==> src/rtl/lct_pkg.sv <==
`timescale 1ns / 1ps
`default_nettype none
// ----------------------------------------------------------------------------
// lct_pkg
// Shared types for the LRU cache table: operation codes and the op record
// that travels down the cell chain.
// ----------------------------------------------------------------------------
package lct_pkg;

  localparam int unsigned VALUE_W = 32;
  localparam int unsigned SLOT_W  = 3;
  localparam int unsigned STAMP_W = 32;
  localparam int unsigned WIDX_W  = 7;   // wide enough for any slot index and ENTRIES

  typedef enum logic [1:0] {
    KIND_PUSH   = 2'd0,
    KIND_UPDATE = 2'd1,
    KIND_LOOKUP = 2'd2,
    KIND_READ   = 2'd3
  } kind_t;

  typedef struct packed {
    logic                vld;
    kind_t               kind;
    logic [VALUE_W-1:0]  key;
    logic [SLOT_W-1:0]   slot;
  } lct_op_t;

endpackage
`default_nettype wire

==> src/rtl/lct_cell.sv <==
`timescale 1ns / 1ps
`default_nettype none
// ----------------------------------------------------------------------------
// lct_cell
// One table entry. Holds value, valid and stamp, and folds its entry into the
// scan record handed on to the next cell each cycle.
// ----------------------------------------------------------------------------
module lct_cell #(
  parameter int unsigned INDEX = 0,
  parameter int unsigned IW    = 3
) (
  input  wire logic                            clk,
  input  wire logic                            rst_n,
  input  wire lct_pkg::lct_op_t                op_i,
  input  wire logic                            found_i,
  input  wire logic [IW-1:0]                   idx_i,
  input  wire logic [lct_pkg::STAMP_W-1:0]     stamp_i,
  input  wire logic [lct_pkg::VALUE_W-1:0]     value_i,
  output lct_pkg::lct_op_t                     op_o,
  output logic                                 found_o,
  output logic [IW-1:0]                        idx_o,
  output logic [lct_pkg::STAMP_W-1:0]          stamp_o,
  output logic [lct_pkg::VALUE_W-1:0]          value_o,
  input  wire logic                            wr_en,
  input  wire logic [lct_pkg::VALUE_W-1:0]     wr_value,
  input  wire logic [lct_pkg::STAMP_W-1:0]     wr_stamp
);
  import lct_pkg::*;

  logic [VALUE_W-1:0] value_r;
  logic [STAMP_W-1:0] stamp_r;
  logic               valid_r;

  lct_op_t            op_r;
  logic               found_r, found_nxt;
  logic [IW-1:0]      idx_r, idx_nxt;
  logic [STAMP_W-1:0] sstamp_r, sstamp_nxt;
  logic [VALUE_W-1:0] svalue_r, svalue_nxt;
  logic               slot_match;

  assign slot_match = ({{(WIDX_W-SLOT_W){1'b0}}, op_i.slot} == WIDX_W'(INDEX));

  always_comb begin
    found_nxt  = found_i;
    idx_nxt    = idx_i;
    sstamp_nxt = stamp_i;
    svalue_nxt = value_i;
    if (op_i.vld) begin
      case (op_i.kind)
        KIND_LOOKUP: begin
          if (!found_i && valid_r && value_r == op_i.key) begin
            found_nxt  = 1'b1;
            idx_nxt    = IW'(INDEX);
            svalue_nxt = value_r;
          end
        end
        KIND_PUSH: begin
          // strict less-than keeps the lowest slot on ties
          if (!found_i || stamp_r < stamp_i) begin
            found_nxt  = 1'b1;
            idx_nxt    = IW'(INDEX);
            sstamp_nxt = stamp_r;
          end
        end
        KIND_READ: begin
          if (slot_match) begin
            svalue_nxt = value_r;
          end
        end
        default: begin
        end
      endcase
    end
  end

  always_ff @(posedge clk) begin
    if (!rst_n) begin
      valid_r <= 1'b0;
      stamp_r <= '0;
      op_r    <= '0;
    end else begin
      op_r <= op_i;
      if (wr_en) begin
        valid_r <= 1'b1;
        stamp_r <= wr_stamp;
      end
    end
    if (wr_en) begin
      value_r <= wr_value;
    end
    found_r  <= found_nxt;
    idx_r    <= idx_nxt;
    sstamp_r <= sstamp_nxt;
    svalue_r <= svalue_nxt;
  end

  assign op_o    = op_r;
  assign found_o = found_r;
  assign idx_o   = idx_r;
  assign stamp_o = sstamp_r;
  assign value_o = svalue_r;

endmodule
`default_nettype wire

==> src/rtl/lru_cache_table.sv <==
`timescale 1ns / 1ps
`default_nettype none
// ----------------------------------------------------------------------------
// lru_cache_table
// Fully associative table of ENTRIES 32-bit values, least recently written
// replaced first by stamp; a chain of entry cells scanned one cell per cycle.
//
//   channel | dir | tdata (low to high)        | tuser
//   in_     | in  | value[31:0], slot[34:32]   | kind[1:0]
//   out_    | out | slot_out[2:0], value[34:3] | hit[0]
//
// Each transfer ripples the op through the cell chain, captures the tail,
// then writes back and loads the result register. One item is in flight
// at a time; a held result stalls the write-back and, with it, the next
// input transfer, as input is taken only in idle.
// Synchronous active-low reset clears valid bits, stamps, counters and FSM.
// ----------------------------------------------------------------------------
module lru_cache_table #(
  parameter int unsigned ENTRIES = 8
) (
  input  wire logic        clk,
  input  wire logic        rst_n,
  input  wire logic        in_tvalid,
  output logic             in_tready,
  input  wire logic [39:0] in_tdata,   // value[31:0], slot[34:32], zero pad
  input  wire logic [1:0]  in_tuser,   // kind[1:0]
  output logic             out_tvalid,
  input  wire logic        out_tready,
  output logic [39:0]      out_tdata,  // slot_out[2:0], value_out[34:3], zero pad
  output logic [0:0]       out_tuser   // hit[0]
);
  import lct_pkg::*;

  localparam int unsigned IW = (ENTRIES > 1) ? $clog2(ENTRIES) : 1;
  localparam int unsigned FW = $clog2(ENTRIES + 1);

  typedef enum logic [1:0] {S_IDLE, S_SCAN, S_FIN} state_t;

  state_t             state_r;
  logic [FW-1:0]      fill_r;
  logic [STAMP_W-1:0] cnt_r;
  logic               out_tvalid_r;
  logic [39:0]        out_tdata_r;
  logic [0:0]         out_tuser_r;

  lct_op_t            tail_op_r;
  logic               tail_found_r;
  logic [IW-1:0]      tail_idx_r;
  logic [VALUE_W-1:0] tail_value_r;

  lct_op_t            op_c    [0:ENTRIES];
  logic               found_c [0:ENTRIES];
  logic [IW-1:0]      idx_c   [0:ENTRIES];
  logic [STAMP_W-1:0] stamp_c [0:ENTRIES];
  logic [VALUE_W-1:0] value_c [0:ENTRIES];

  logic               in_xfer;
  logic               fin_go;
  logic               do_wr;
  logic [WIDX_W-1:0]  wr_idx;
  logic               res_hit;
  logic [VALUE_W-1:0] res_value;
  logic [STAMP_W-1:0] wr_stamp;
  logic               slot_ok;

  assign in_tready = (state_r == S_IDLE);
  assign in_xfer   = in_tvalid && in_tready;
  assign fin_go    = (state_r == S_FIN) && (!out_tvalid_r || out_tready);
  assign wr_stamp  = cnt_r + STAMP_W'(1);
  assign slot_ok   = ({{(WIDX_W-SLOT_W){1'b0}}, tail_op_r.slot} < WIDX_W'(ENTRIES));

  always_comb begin
    op_c[0].vld  = in_xfer;
    op_c[0].kind = kind_t'(in_tuser);
    op_c[0].key  = in_tdata[31:0];
    op_c[0].slot = in_tdata[34:32];
    found_c[0]   = 1'b0;
    idx_c[0]     = '0;
    stamp_c[0]   = '0;
    value_c[0]   = '0;
  end

  always_comb begin
    do_wr     = 1'b0;
    wr_idx    = {{(WIDX_W-SLOT_W){1'b0}}, tail_op_r.slot};
    res_hit   = 1'b1;
    res_value = '0;
    case (tail_op_r.kind)
      KIND_PUSH: begin
        do_wr     = 1'b1;
        wr_idx    = (fill_r < FW'(ENTRIES)) ? WIDX_W'(fill_r) : WIDX_W'(tail_idx_r);
        res_value = tail_op_r.key;
      end
      KIND_UPDATE: begin
        do_wr     = slot_ok;
        res_value = slot_ok ? tail_op_r.key : '0;
      end
      KIND_LOOKUP: begin
        res_hit   = tail_found_r;
        wr_idx    = tail_found_r ? WIDX_W'(tail_idx_r) : '0;
        res_value = tail_found_r ? tail_value_r : '0;
      end
      KIND_READ: begin
        res_value = tail_value_r;
      end
      default: begin
      end
    endcase
  end

  for (genvar g = 0; g < ENTRIES; g++) begin : g_cell
    lct_cell #(
      .INDEX (g),
      .IW    (IW)
    ) u_cell (
      .clk      (clk),
      .rst_n    (rst_n),
      .op_i     (op_c[g]),
      .found_i  (found_c[g]),
      .idx_i    (idx_c[g]),
      .stamp_i  (stamp_c[g]),
      .value_i  (value_c[g]),
      .op_o     (op_c[g+1]),
      .found_o  (found_c[g+1]),
      .idx_o    (idx_c[g+1]),
      .stamp_o  (stamp_c[g+1]),
      .value_o  (value_c[g+1]),
      .wr_en    (fin_go && do_wr && (wr_idx == WIDX_W'(g))),
      .wr_value (tail_op_r.key),
      .wr_stamp (wr_stamp)
    );
  end

  always_ff @(posedge clk) begin
    if (!rst_n) begin
      state_r      <= S_IDLE;
      fill_r       <= '0;
      cnt_r        <= '0;
      out_tvalid_r <= 1'b0;
    end else begin
      if (out_tvalid_r && out_tready && !fin_go) begin
        out_tvalid_r <= 1'b0;
      end
      case (state_r)
        S_IDLE: begin
          if (in_xfer) begin
            state_r <= S_SCAN;
          end
        end
        S_SCAN: begin
          if (op_c[ENTRIES].vld) begin
            state_r <= S_FIN;
          end
        end
        S_FIN: begin
          if (fin_go) begin
            state_r      <= S_IDLE;
            out_tvalid_r <= 1'b1;
            if (do_wr) begin
              cnt_r <= wr_stamp;
            end
            if (tail_op_r.kind == KIND_PUSH && fill_r < FW'(ENTRIES)) begin
              fill_r <= fill_r + FW'(1);
            end
          end
        end
        default: begin
          state_r <= S_IDLE;
        end
      endcase
    end
    if (state_r == S_SCAN && op_c[ENTRIES].vld) begin
      tail_op_r    <= op_c[ENTRIES];
      tail_found_r <= found_c[ENTRIES];
      tail_idx_r   <= idx_c[ENTRIES];
      tail_value_r <= value_c[ENTRIES];
    end
    if (fin_go) begin
      out_tdata_r <= {5'd0, res_value, wr_idx[SLOT_W-1:0]};
      out_tuser_r <= res_hit;
    end
  end

  assign out_tvalid = out_tvalid_r;
  assign out_tdata  = out_tdata_r;
  assign out_tuser  = out_tuser_r;

endmodule
`default_nettype wire

==> config.mk <==
export PLATFORM = sky130hd
export DESIGN_NAME = lru_cache_table
export DESIGN_NICKNAME = d
export VERILOG_FILES = /design/src/rtl/lct_pkg.sv /design/src/rtl/lct_cell.sv /design/src/rtl/lru_cache_table.sv
export SDC_FILE = /design/constraint.sdc
export NUM_CORES = 2
export LEC_CHECK = 0
export BUFFER_PORTS_ARGS = -buffer_cell sky130_fd_sc_hd__buf_2
export CAP_MARGIN = 20
export CELL_PAD_IN_SITES_DETAIL_PLACEMENT = 1
export CELL_PAD_IN_SITES_GLOBAL_PLACEMENT = 2
export CORE_ASPECT_RATIO = 0.7
export CORE_UTILIZATION = 47
export DETAILED_ROUTE_END_ITERATION = 8
export MAX_ROUTING_LAYER = met4
export PLACE_DENSITY = 0.93
export SYNTH_ARGS = -nofsm -noshare
export SYNTH_HDL_FRONTEND = slang
export SYNTH_SLANG_ARGS = --single-unit
==> constraint.sdc <==
create_clock -name clk -period 6.4 [get_ports clk]
set_input_delay 0 -clock clk [delete_from_list [all_inputs] [get_ports clk]]
set_output_delay 0 -clock clk [all_outputs]
set_load 0.01 [all_outputs]
## Word-level counts from Yosys, hierarchy flattened

Cells that the tools add are included.

- Reductions and logical operators: 64
- $lt $le $gt $ge: 8
- Equality and inequality tests: 46
- Mux-type cells: 119
- $add $sub $neg: 2

Operators with widths:

| operator | number |
|---|---|
| 32-bit two-way mux | 42 |
| 32-bit one-hot mux with 2 select lines | 8 |
| 32-bit == test | 8 |
| 32-bit less-than comparator | 7 |
| 32-bit one-hot mux with 3 select lines | 1 |
| 3-bit two-way mux | 19 |
| 3-bit one-hot mux with 2 select lines | 7 |
| 2-bit == test (second input constant) | 19 |
| 32-bit by 1-bit adder with 32-bit output (second input constant) | 1 |
| 1-bit logical AND | 30 |
| 7-bit by 3-bit == test with 1-bit output (second input constant) | 4 |
| 1-bit two-way mux | 28 |
| 2-bit zero test | 10 |
| 1-bit one-hot mux with 2 select lines | 8 |
| 7-bit by 2-bit == test with 1-bit output (second input constant) | 2 |
| 3-bit == test (second input constant) | 4 |
| 1-bit zero test | 9 |
| 3-bit AND reduction | 3 |
| 1-bit logical OR | 8 |
| 4-bit one-hot mux with 2 select lines | 1 |
| 7-bit by 1-bit == test with 1-bit output (second input constant) | 1 |
| 7-bit zero test | 1 |
| 3-bit by 2-bit == test with 1-bit output (second input constant) | 2 |
| 2-bit two-way mux | 3 |
| other kinds (11) | 13 |

- Logic and storage cells: 337
- Register bits: 1481
- Input port bits: 46
- Output and inout port bits: 43

## Longest topological paths before layout

- Depth after elaboration: 8
- Depth in mapped cells: 10
- Gate-level depth less buffers: 8

## Hierarchy

Synthesis repeated with hierarchy kept, for this count alone.

- Cells, all modules: 4836
- Area, all modules: 60166.5 um^2

Modules (own cells, without submodules):

| module | seq. area each (um^2) | area each (um^2) | cells an instance | instances |
|---|---|---|---|---|
| lct_cell (g_cell[4].u_cell) | 3743.6 | 6816.5 | 547 | 1 |
| lct_cell (g_cell[1].u_cell) | 3743.6 | 6815.3 | 547 | 1 |
| lct_cell (g_cell[6].u_cell) | 3743.6 | 6769.0 | 537 | 1 |
| lct_cell (g_cell[7].u_cell) | 3743.6 | 6764.0 | 536 | 1 |
| lct_cell (g_cell[5].u_cell) | 3743.6 | 6760.2 | 534 | 1 |
| lct_cell (g_cell[3].u_cell) | 3743.6 | 6727.7 | 534 | 1 |
| lct_cell (g_cell[2].u_cell) | 3743.6 | 6712.7 | 541 | 1 |
| lct_cell (g_cell[0].u_cell) | 3743.6 | 6612.6 | 534 | 1 |
| lru_cache_table | 4053.9 | 6188.4 | 526 | 1 |

## Worst setup path before layout

Ideal clock, no wire load.

- Path type: register to register
- From: reg state_r[0]
- To: reg tail_found_r (enable)
- Path slack: 2.387 ns
- Data required time: 5.893 ns
- Arrival: 3.506 ns
- Clock period less this slack: 4.013 ns
- Stages on the path, launching flop included: 3
- Path buffers: 0
- Library setup time: 0.507 ns
- Path through: dfxtp_1 nand2_1 nor2_1

- Cells in the longest elaborated chain, start to end: 2

Ends and longest elaborated chain:

| element | RTL line | RTL |
|---|---|---|
| start: declaration | lru_cache_table.sv:39 | `state_t state_r;` |
| start signal: assignment | lru_cache_table.sv:136 | `state_r <= S_IDLE;` |
| start signal: assignment | lru_cache_table.sv:147 | `state_r <= S_SCAN;` |
| start signal: assignment | lru_cache_table.sv:152 | `state_r <= S_FIN;` |
| 2-bit by 1-bit == test with 1-bit output | lru_cache_table.sv:172 | `if (state_r == S_SCAN && op_c[ENTRIES].vld) begin` |
| 1-bit logical AND | lru_cache_table.sv:172 |  |
| end signal: assignment | lru_cache_table.sv:174 | `tail_found_r <= found_c[ENTRIES];` |
| end: declaration | lru_cache_table.sv:47 | `logic tail_found_r;` |

Every way passes these cells.
A chain may end at the register's enable or synchronous reset.

## Worst setup path after layout

- From: reg fill_r[3]
- To: reg g_cell[0].u_cell.stamp_r[31]

- Cells in the longest elaborated chain, start to end: 5

Ends and longest elaborated chain:

| element | RTL line | RTL |
|---|---|---|
| start: declaration | lru_cache_table.sv:40 | `logic [FW-1:0] fill_r;` |
| start signal: assignment | lru_cache_table.sv:163 | `fill_r <= fill_r + FW'(1);` |
| 4-bit less-than comparator | lru_cache_table.sv:91 | `wr_idx = (fill_r < FW'(ENTRIES)) ? WIDX_W'(fill_r) : WIDX_W'(tail_idx_r);` |
| 4-bit two-way mux | lru_cache_table.sv:91 |  |
| 4-bit one-hot mux with 2 select lines | lru_cache_table.sv:88 | `case (tail_op_r.kind)` |
| via wr_idx[0] | lru_cache_table.sv:60 | `logic [WIDX_W-1:0] wr_idx;` |
| 7-bit zero test | lru_cache_table.sv:128 | `.wr_en (fin_go && do_wr && (wr_idx == WIDX_W'(g))),` |
| 1-bit logical AND | lru_cache_table.sv:128 |  |
| end signal: assignment | lct_cell.sv:85 | `stamp_r <= wr_stamp;` |
| end: declaration | lct_cell.sv:31 | `logic [STAMP_W-1:0] stamp_r;` |

The timed path passes the listed nets, and every way through them passes these cells.

==> metrics <==
Total GRT Usage=approximately 28%; die area=~0.12 sq mm; post-route cell area=between 0.06 and 0.07 sq mm; Worst-Margin Slew=1.11 ns; routed length on met2=approximately 71 mm; Placement Cell Area=between 0.05 and 0.06 sq mm; hold_ws=roughly 0.075 ns; crit path kind=register to register; largest net degree at the start of global routing=between 200 and 250; Root Driver=clkbuf_16; synthesized flop and latch total=1477; status=finished clean; I/O Buffers=just under 80; fraction of layout cells with a size suffix above 1=16.7%; number of DRC markers in iteration 0=3545; Detailed Place HPWL=106 mm; Final Hold Viols=0; Max stage delay cell, worst path=buf_4; leak pwr=roughly 26 nW; Final Cycle Share=60.1%; Max Clock Freq=roughly 260 MHz; crit-path cells=mux2i_1, o21ai_0, mux2i_1, inv_1, nor3_2, buf_4, buf_4, o21ai_0, a21oi_1; total grt overflow=0; H-tree depth=4; Yosys warning total=0; combinational family with the most area after synthesis=simple AND/OR/NAND/NOR gates; CP Max Fanout=between 50 and 60; Crit. End Element=register; Pwr Density=~290 mW/mm^2; Layout area overhead=14.4%; mux share of post-synthesis cell area=under 10%; first-pass GRT wire length=roughly 250 mm; post-synthesis cell count=4697; kind of cell adding the most delay to the critical path=buffers and inverters; RSZ-0062 raised after global routing=false; Slew HR=a little over a quarter; fin. max-slew vios=0; first drt pass iteration count=5; Post-CTS Resized=0; initial antenna violation count=11; Cell Rows=roughly 110; Max Clock Skew=around 0.045 ns; DR vias/cell=around 5.7; critical path's largest stage delay=~0.62 ns; Post-Synth Adder-Cell Area=4.84%; cts bufs inserted=approximately 150; post-layout min period=3.84 ns; Max clock buf depth=3; vias in the first global route=around 39000; EDFF count, synth=around 370; Post-DRT Antenna Nets=0; Startpoint Class=register; Final setup viols=0; Die X=roughly 420 um; wl on met1=between 70 and 80 mm; simple-gate share of the synthesized area=between 10 and 15%; Synth Area in Compound Gates=under 10%; worst skew pair latency=0.81 ns; core area=around 0.12 sq mm; drc violations=0; GP Congestion=~0.9; asr flop ratio synth=0%; routed wire length=~160 mm; WP data required=roughly 7.1 ns; IO Count=89; met3 wire length=10.4 mm; Die H=around 290 um; Clock transition at path regs=0.06 ns; synthesized area per cell=approximately 12 sq um; worst hold path class=input port to register; TritonCTS clock tree=done; distinct cell type count after synthesis=80; mapped cell area=0.0566 sq mm; Top FF cell, synth=dfxtp_1; Crit path arrival time=approximately 4.5 ns; initial core utilization=between 40% and 50%; wire per inst=~25 um; Highest Signal Layer=met4; vias=37378; register area share after synthesis=58.7%; VDD IR max=roughly 0.28 mV; CTS Sinks=between 1000 and 1500; Max Cap Violations=0; XOR/XNOR share of the synthesized area=under 10%; Post-Layout Cell Count=around 6600; Buf+Inv Stages, Crit Path=3; Nets=roughly 5100; Post-Place Cells=slightly above 6000; Total Neg Setup Slack=0 ns
[power by group]
part	internal [mW]	switching, mW
logic	0.125	0.196
clock network	5.13	3.89
registers	9.57	0.0589
total	14.8	4.15
[cells in the mapped netlist (all sizes together) (8+ instances only)]
master	count	share of area, %
o2111ai	35	0.54
and2	396	4.4
nand2b	25	0.28
nand4	55	0.61
and3	19	0.21
xor2	256	4.0
o21bai	8	0.11
inv	241	1.6
nor3b	8	0.11
and4	14	0.22
o211a	204	3.6
o21ai	82	0.72
xnor2	55	0.85
a22o	33	0.51
nor3	49	0.46
ha	219	4.8
dfxtp	1112	39
nand3	56	0.50
clkbuf	159	1.1
a21o	22	0.29
a21oi	121	1.1
mux2	352	7.2
nor2b	26	0.29
o21a	13	0.17
a31o	32	0.50
nor4	92	1.0
mux2i	15	0.27
o221a	32	0.64
or4	8	0.11
a211oi	8	0.11
nand2	339	2.2
o211ai	47	0.63
buf	74	0.71
nor2	41	0.27
edfxtp	365	19
[routing by layer]
layer	GRT usage, %	vias up
li1	-	16867
met1	39.9	18917
met2	40.1	1316
met3	3.89	278
met4	8.01	0
met5	-	-
[cell families after synthesis]
logic type / after synthesis
multiplexers: 367
adder cells (fa/ha/maj): 219
AO/OA/AOI/OAI: 688
buffers and inverters: 474
AND/OR/NAND/NOR: 1160
XOR/XNOR: 311
other: 1
flip-flops: 1477
[state kept, by name, indices dropped and copies added, names as in the netlist]
name and count:
g_cell.u_cell.op_o 304, g_cell.u_cell.stamp_r 256, g_cell.u_cell.value_o 256, g_cell.u_cell.value_r 256, g_cell.u_cell.stamp_o 224, tail_op_r 37, out_tdata 35, cnt_r 32
tail_value_r 32, g_cell.u_cell.idx_o 17, g_cell.u_cell.found_o 8, g_cell.u_cell.valid_r 8, fill_r 4, tail_idx_r 3, state_r 2, out_tuser 1
out_tvalid 1, tail_found_r 1
[final cells by class]
| class | count | area (sq um) |
|---|---|---|
| diodes | 3 | 7.51 |
| fillers | 11992 | 54600 |
| clock buffers | 208 | 4240 |
| well taps | 1566 | 1960 |
| inverters | 241 | 905 |
| repair buffers | 248 | 1980 |
| clock inverters | 63 | 800 |
| flip-flops and latches | 1477 | 33200 |
| multi-input cells | 2750 | 21700 |
[worst min-delay path: stages]
cell and delay (ns):
dlygate4sd3_1 0.53, buf_2 0.17, and2_1 0.13
[repair_timing]
action,CTS,global route
hold endpoints to repair,221,0
hold buffers,99,0
setup buffers,0,0
endpoints found under the setup margin,0,0
[path summary, 6_finish.rpt]
path / from / endpoint / slack (ns) / depth (start not counted)
setup / recovery: fill_r[3] / g_cell[0].u_cell.stamp_r[31] / 2.56 / 9
hold / removal: in_tuser[0] / g_cell[0].u_cell.op_o[35] / 0.07 / 3
setup reg to reg: fill_r[3] / g_cell[0].u_cell.stamp_r[31] / 2.56 / 9
hold reg to reg: g_cell[7].u_cell.op_o[3] / tail_op_r[3] / 0.40 / 0
[layout by cell type, fill, tap and decap left out, drive strengths merged, types with 14 or more instances in the layout]
master and instances:
nand4 55, o2111ai 35, nand2b 25, xor2 256
a31o 32, a21oi 121, clkbuf 208, and4 14
dfxtp 1112, edfxtp 365, nand3 56, clkinv 36
mux2i 15, o211ai 47, nor4 92, nand2 339
a22o 33, nor3 49, o211a 204, a21o 22
buf 149, mux2 352, ha 219, inv 249
o21ai 82, xnor2 55, and3 19, o221a 32
nor2 41, nor2b 26, and2 396, dlygate4sd3 99
[through the flow]
stage | setup WS [ns] | util (%) | total power, mW
after global placement | 3.08 | 49.2 | 10.1
after CTS | 2.65 | 54.2 | 19.0
after global routing | 2.30 | 54.3 | 19.5
after floorplan | 2.39 | - | 9.96
final | 2.56 | 54.3 | 19.0
after detailed placement | 2.81 | 49.2 | 10.1
No activity file was read; power rests on OpenSTA's default activity.
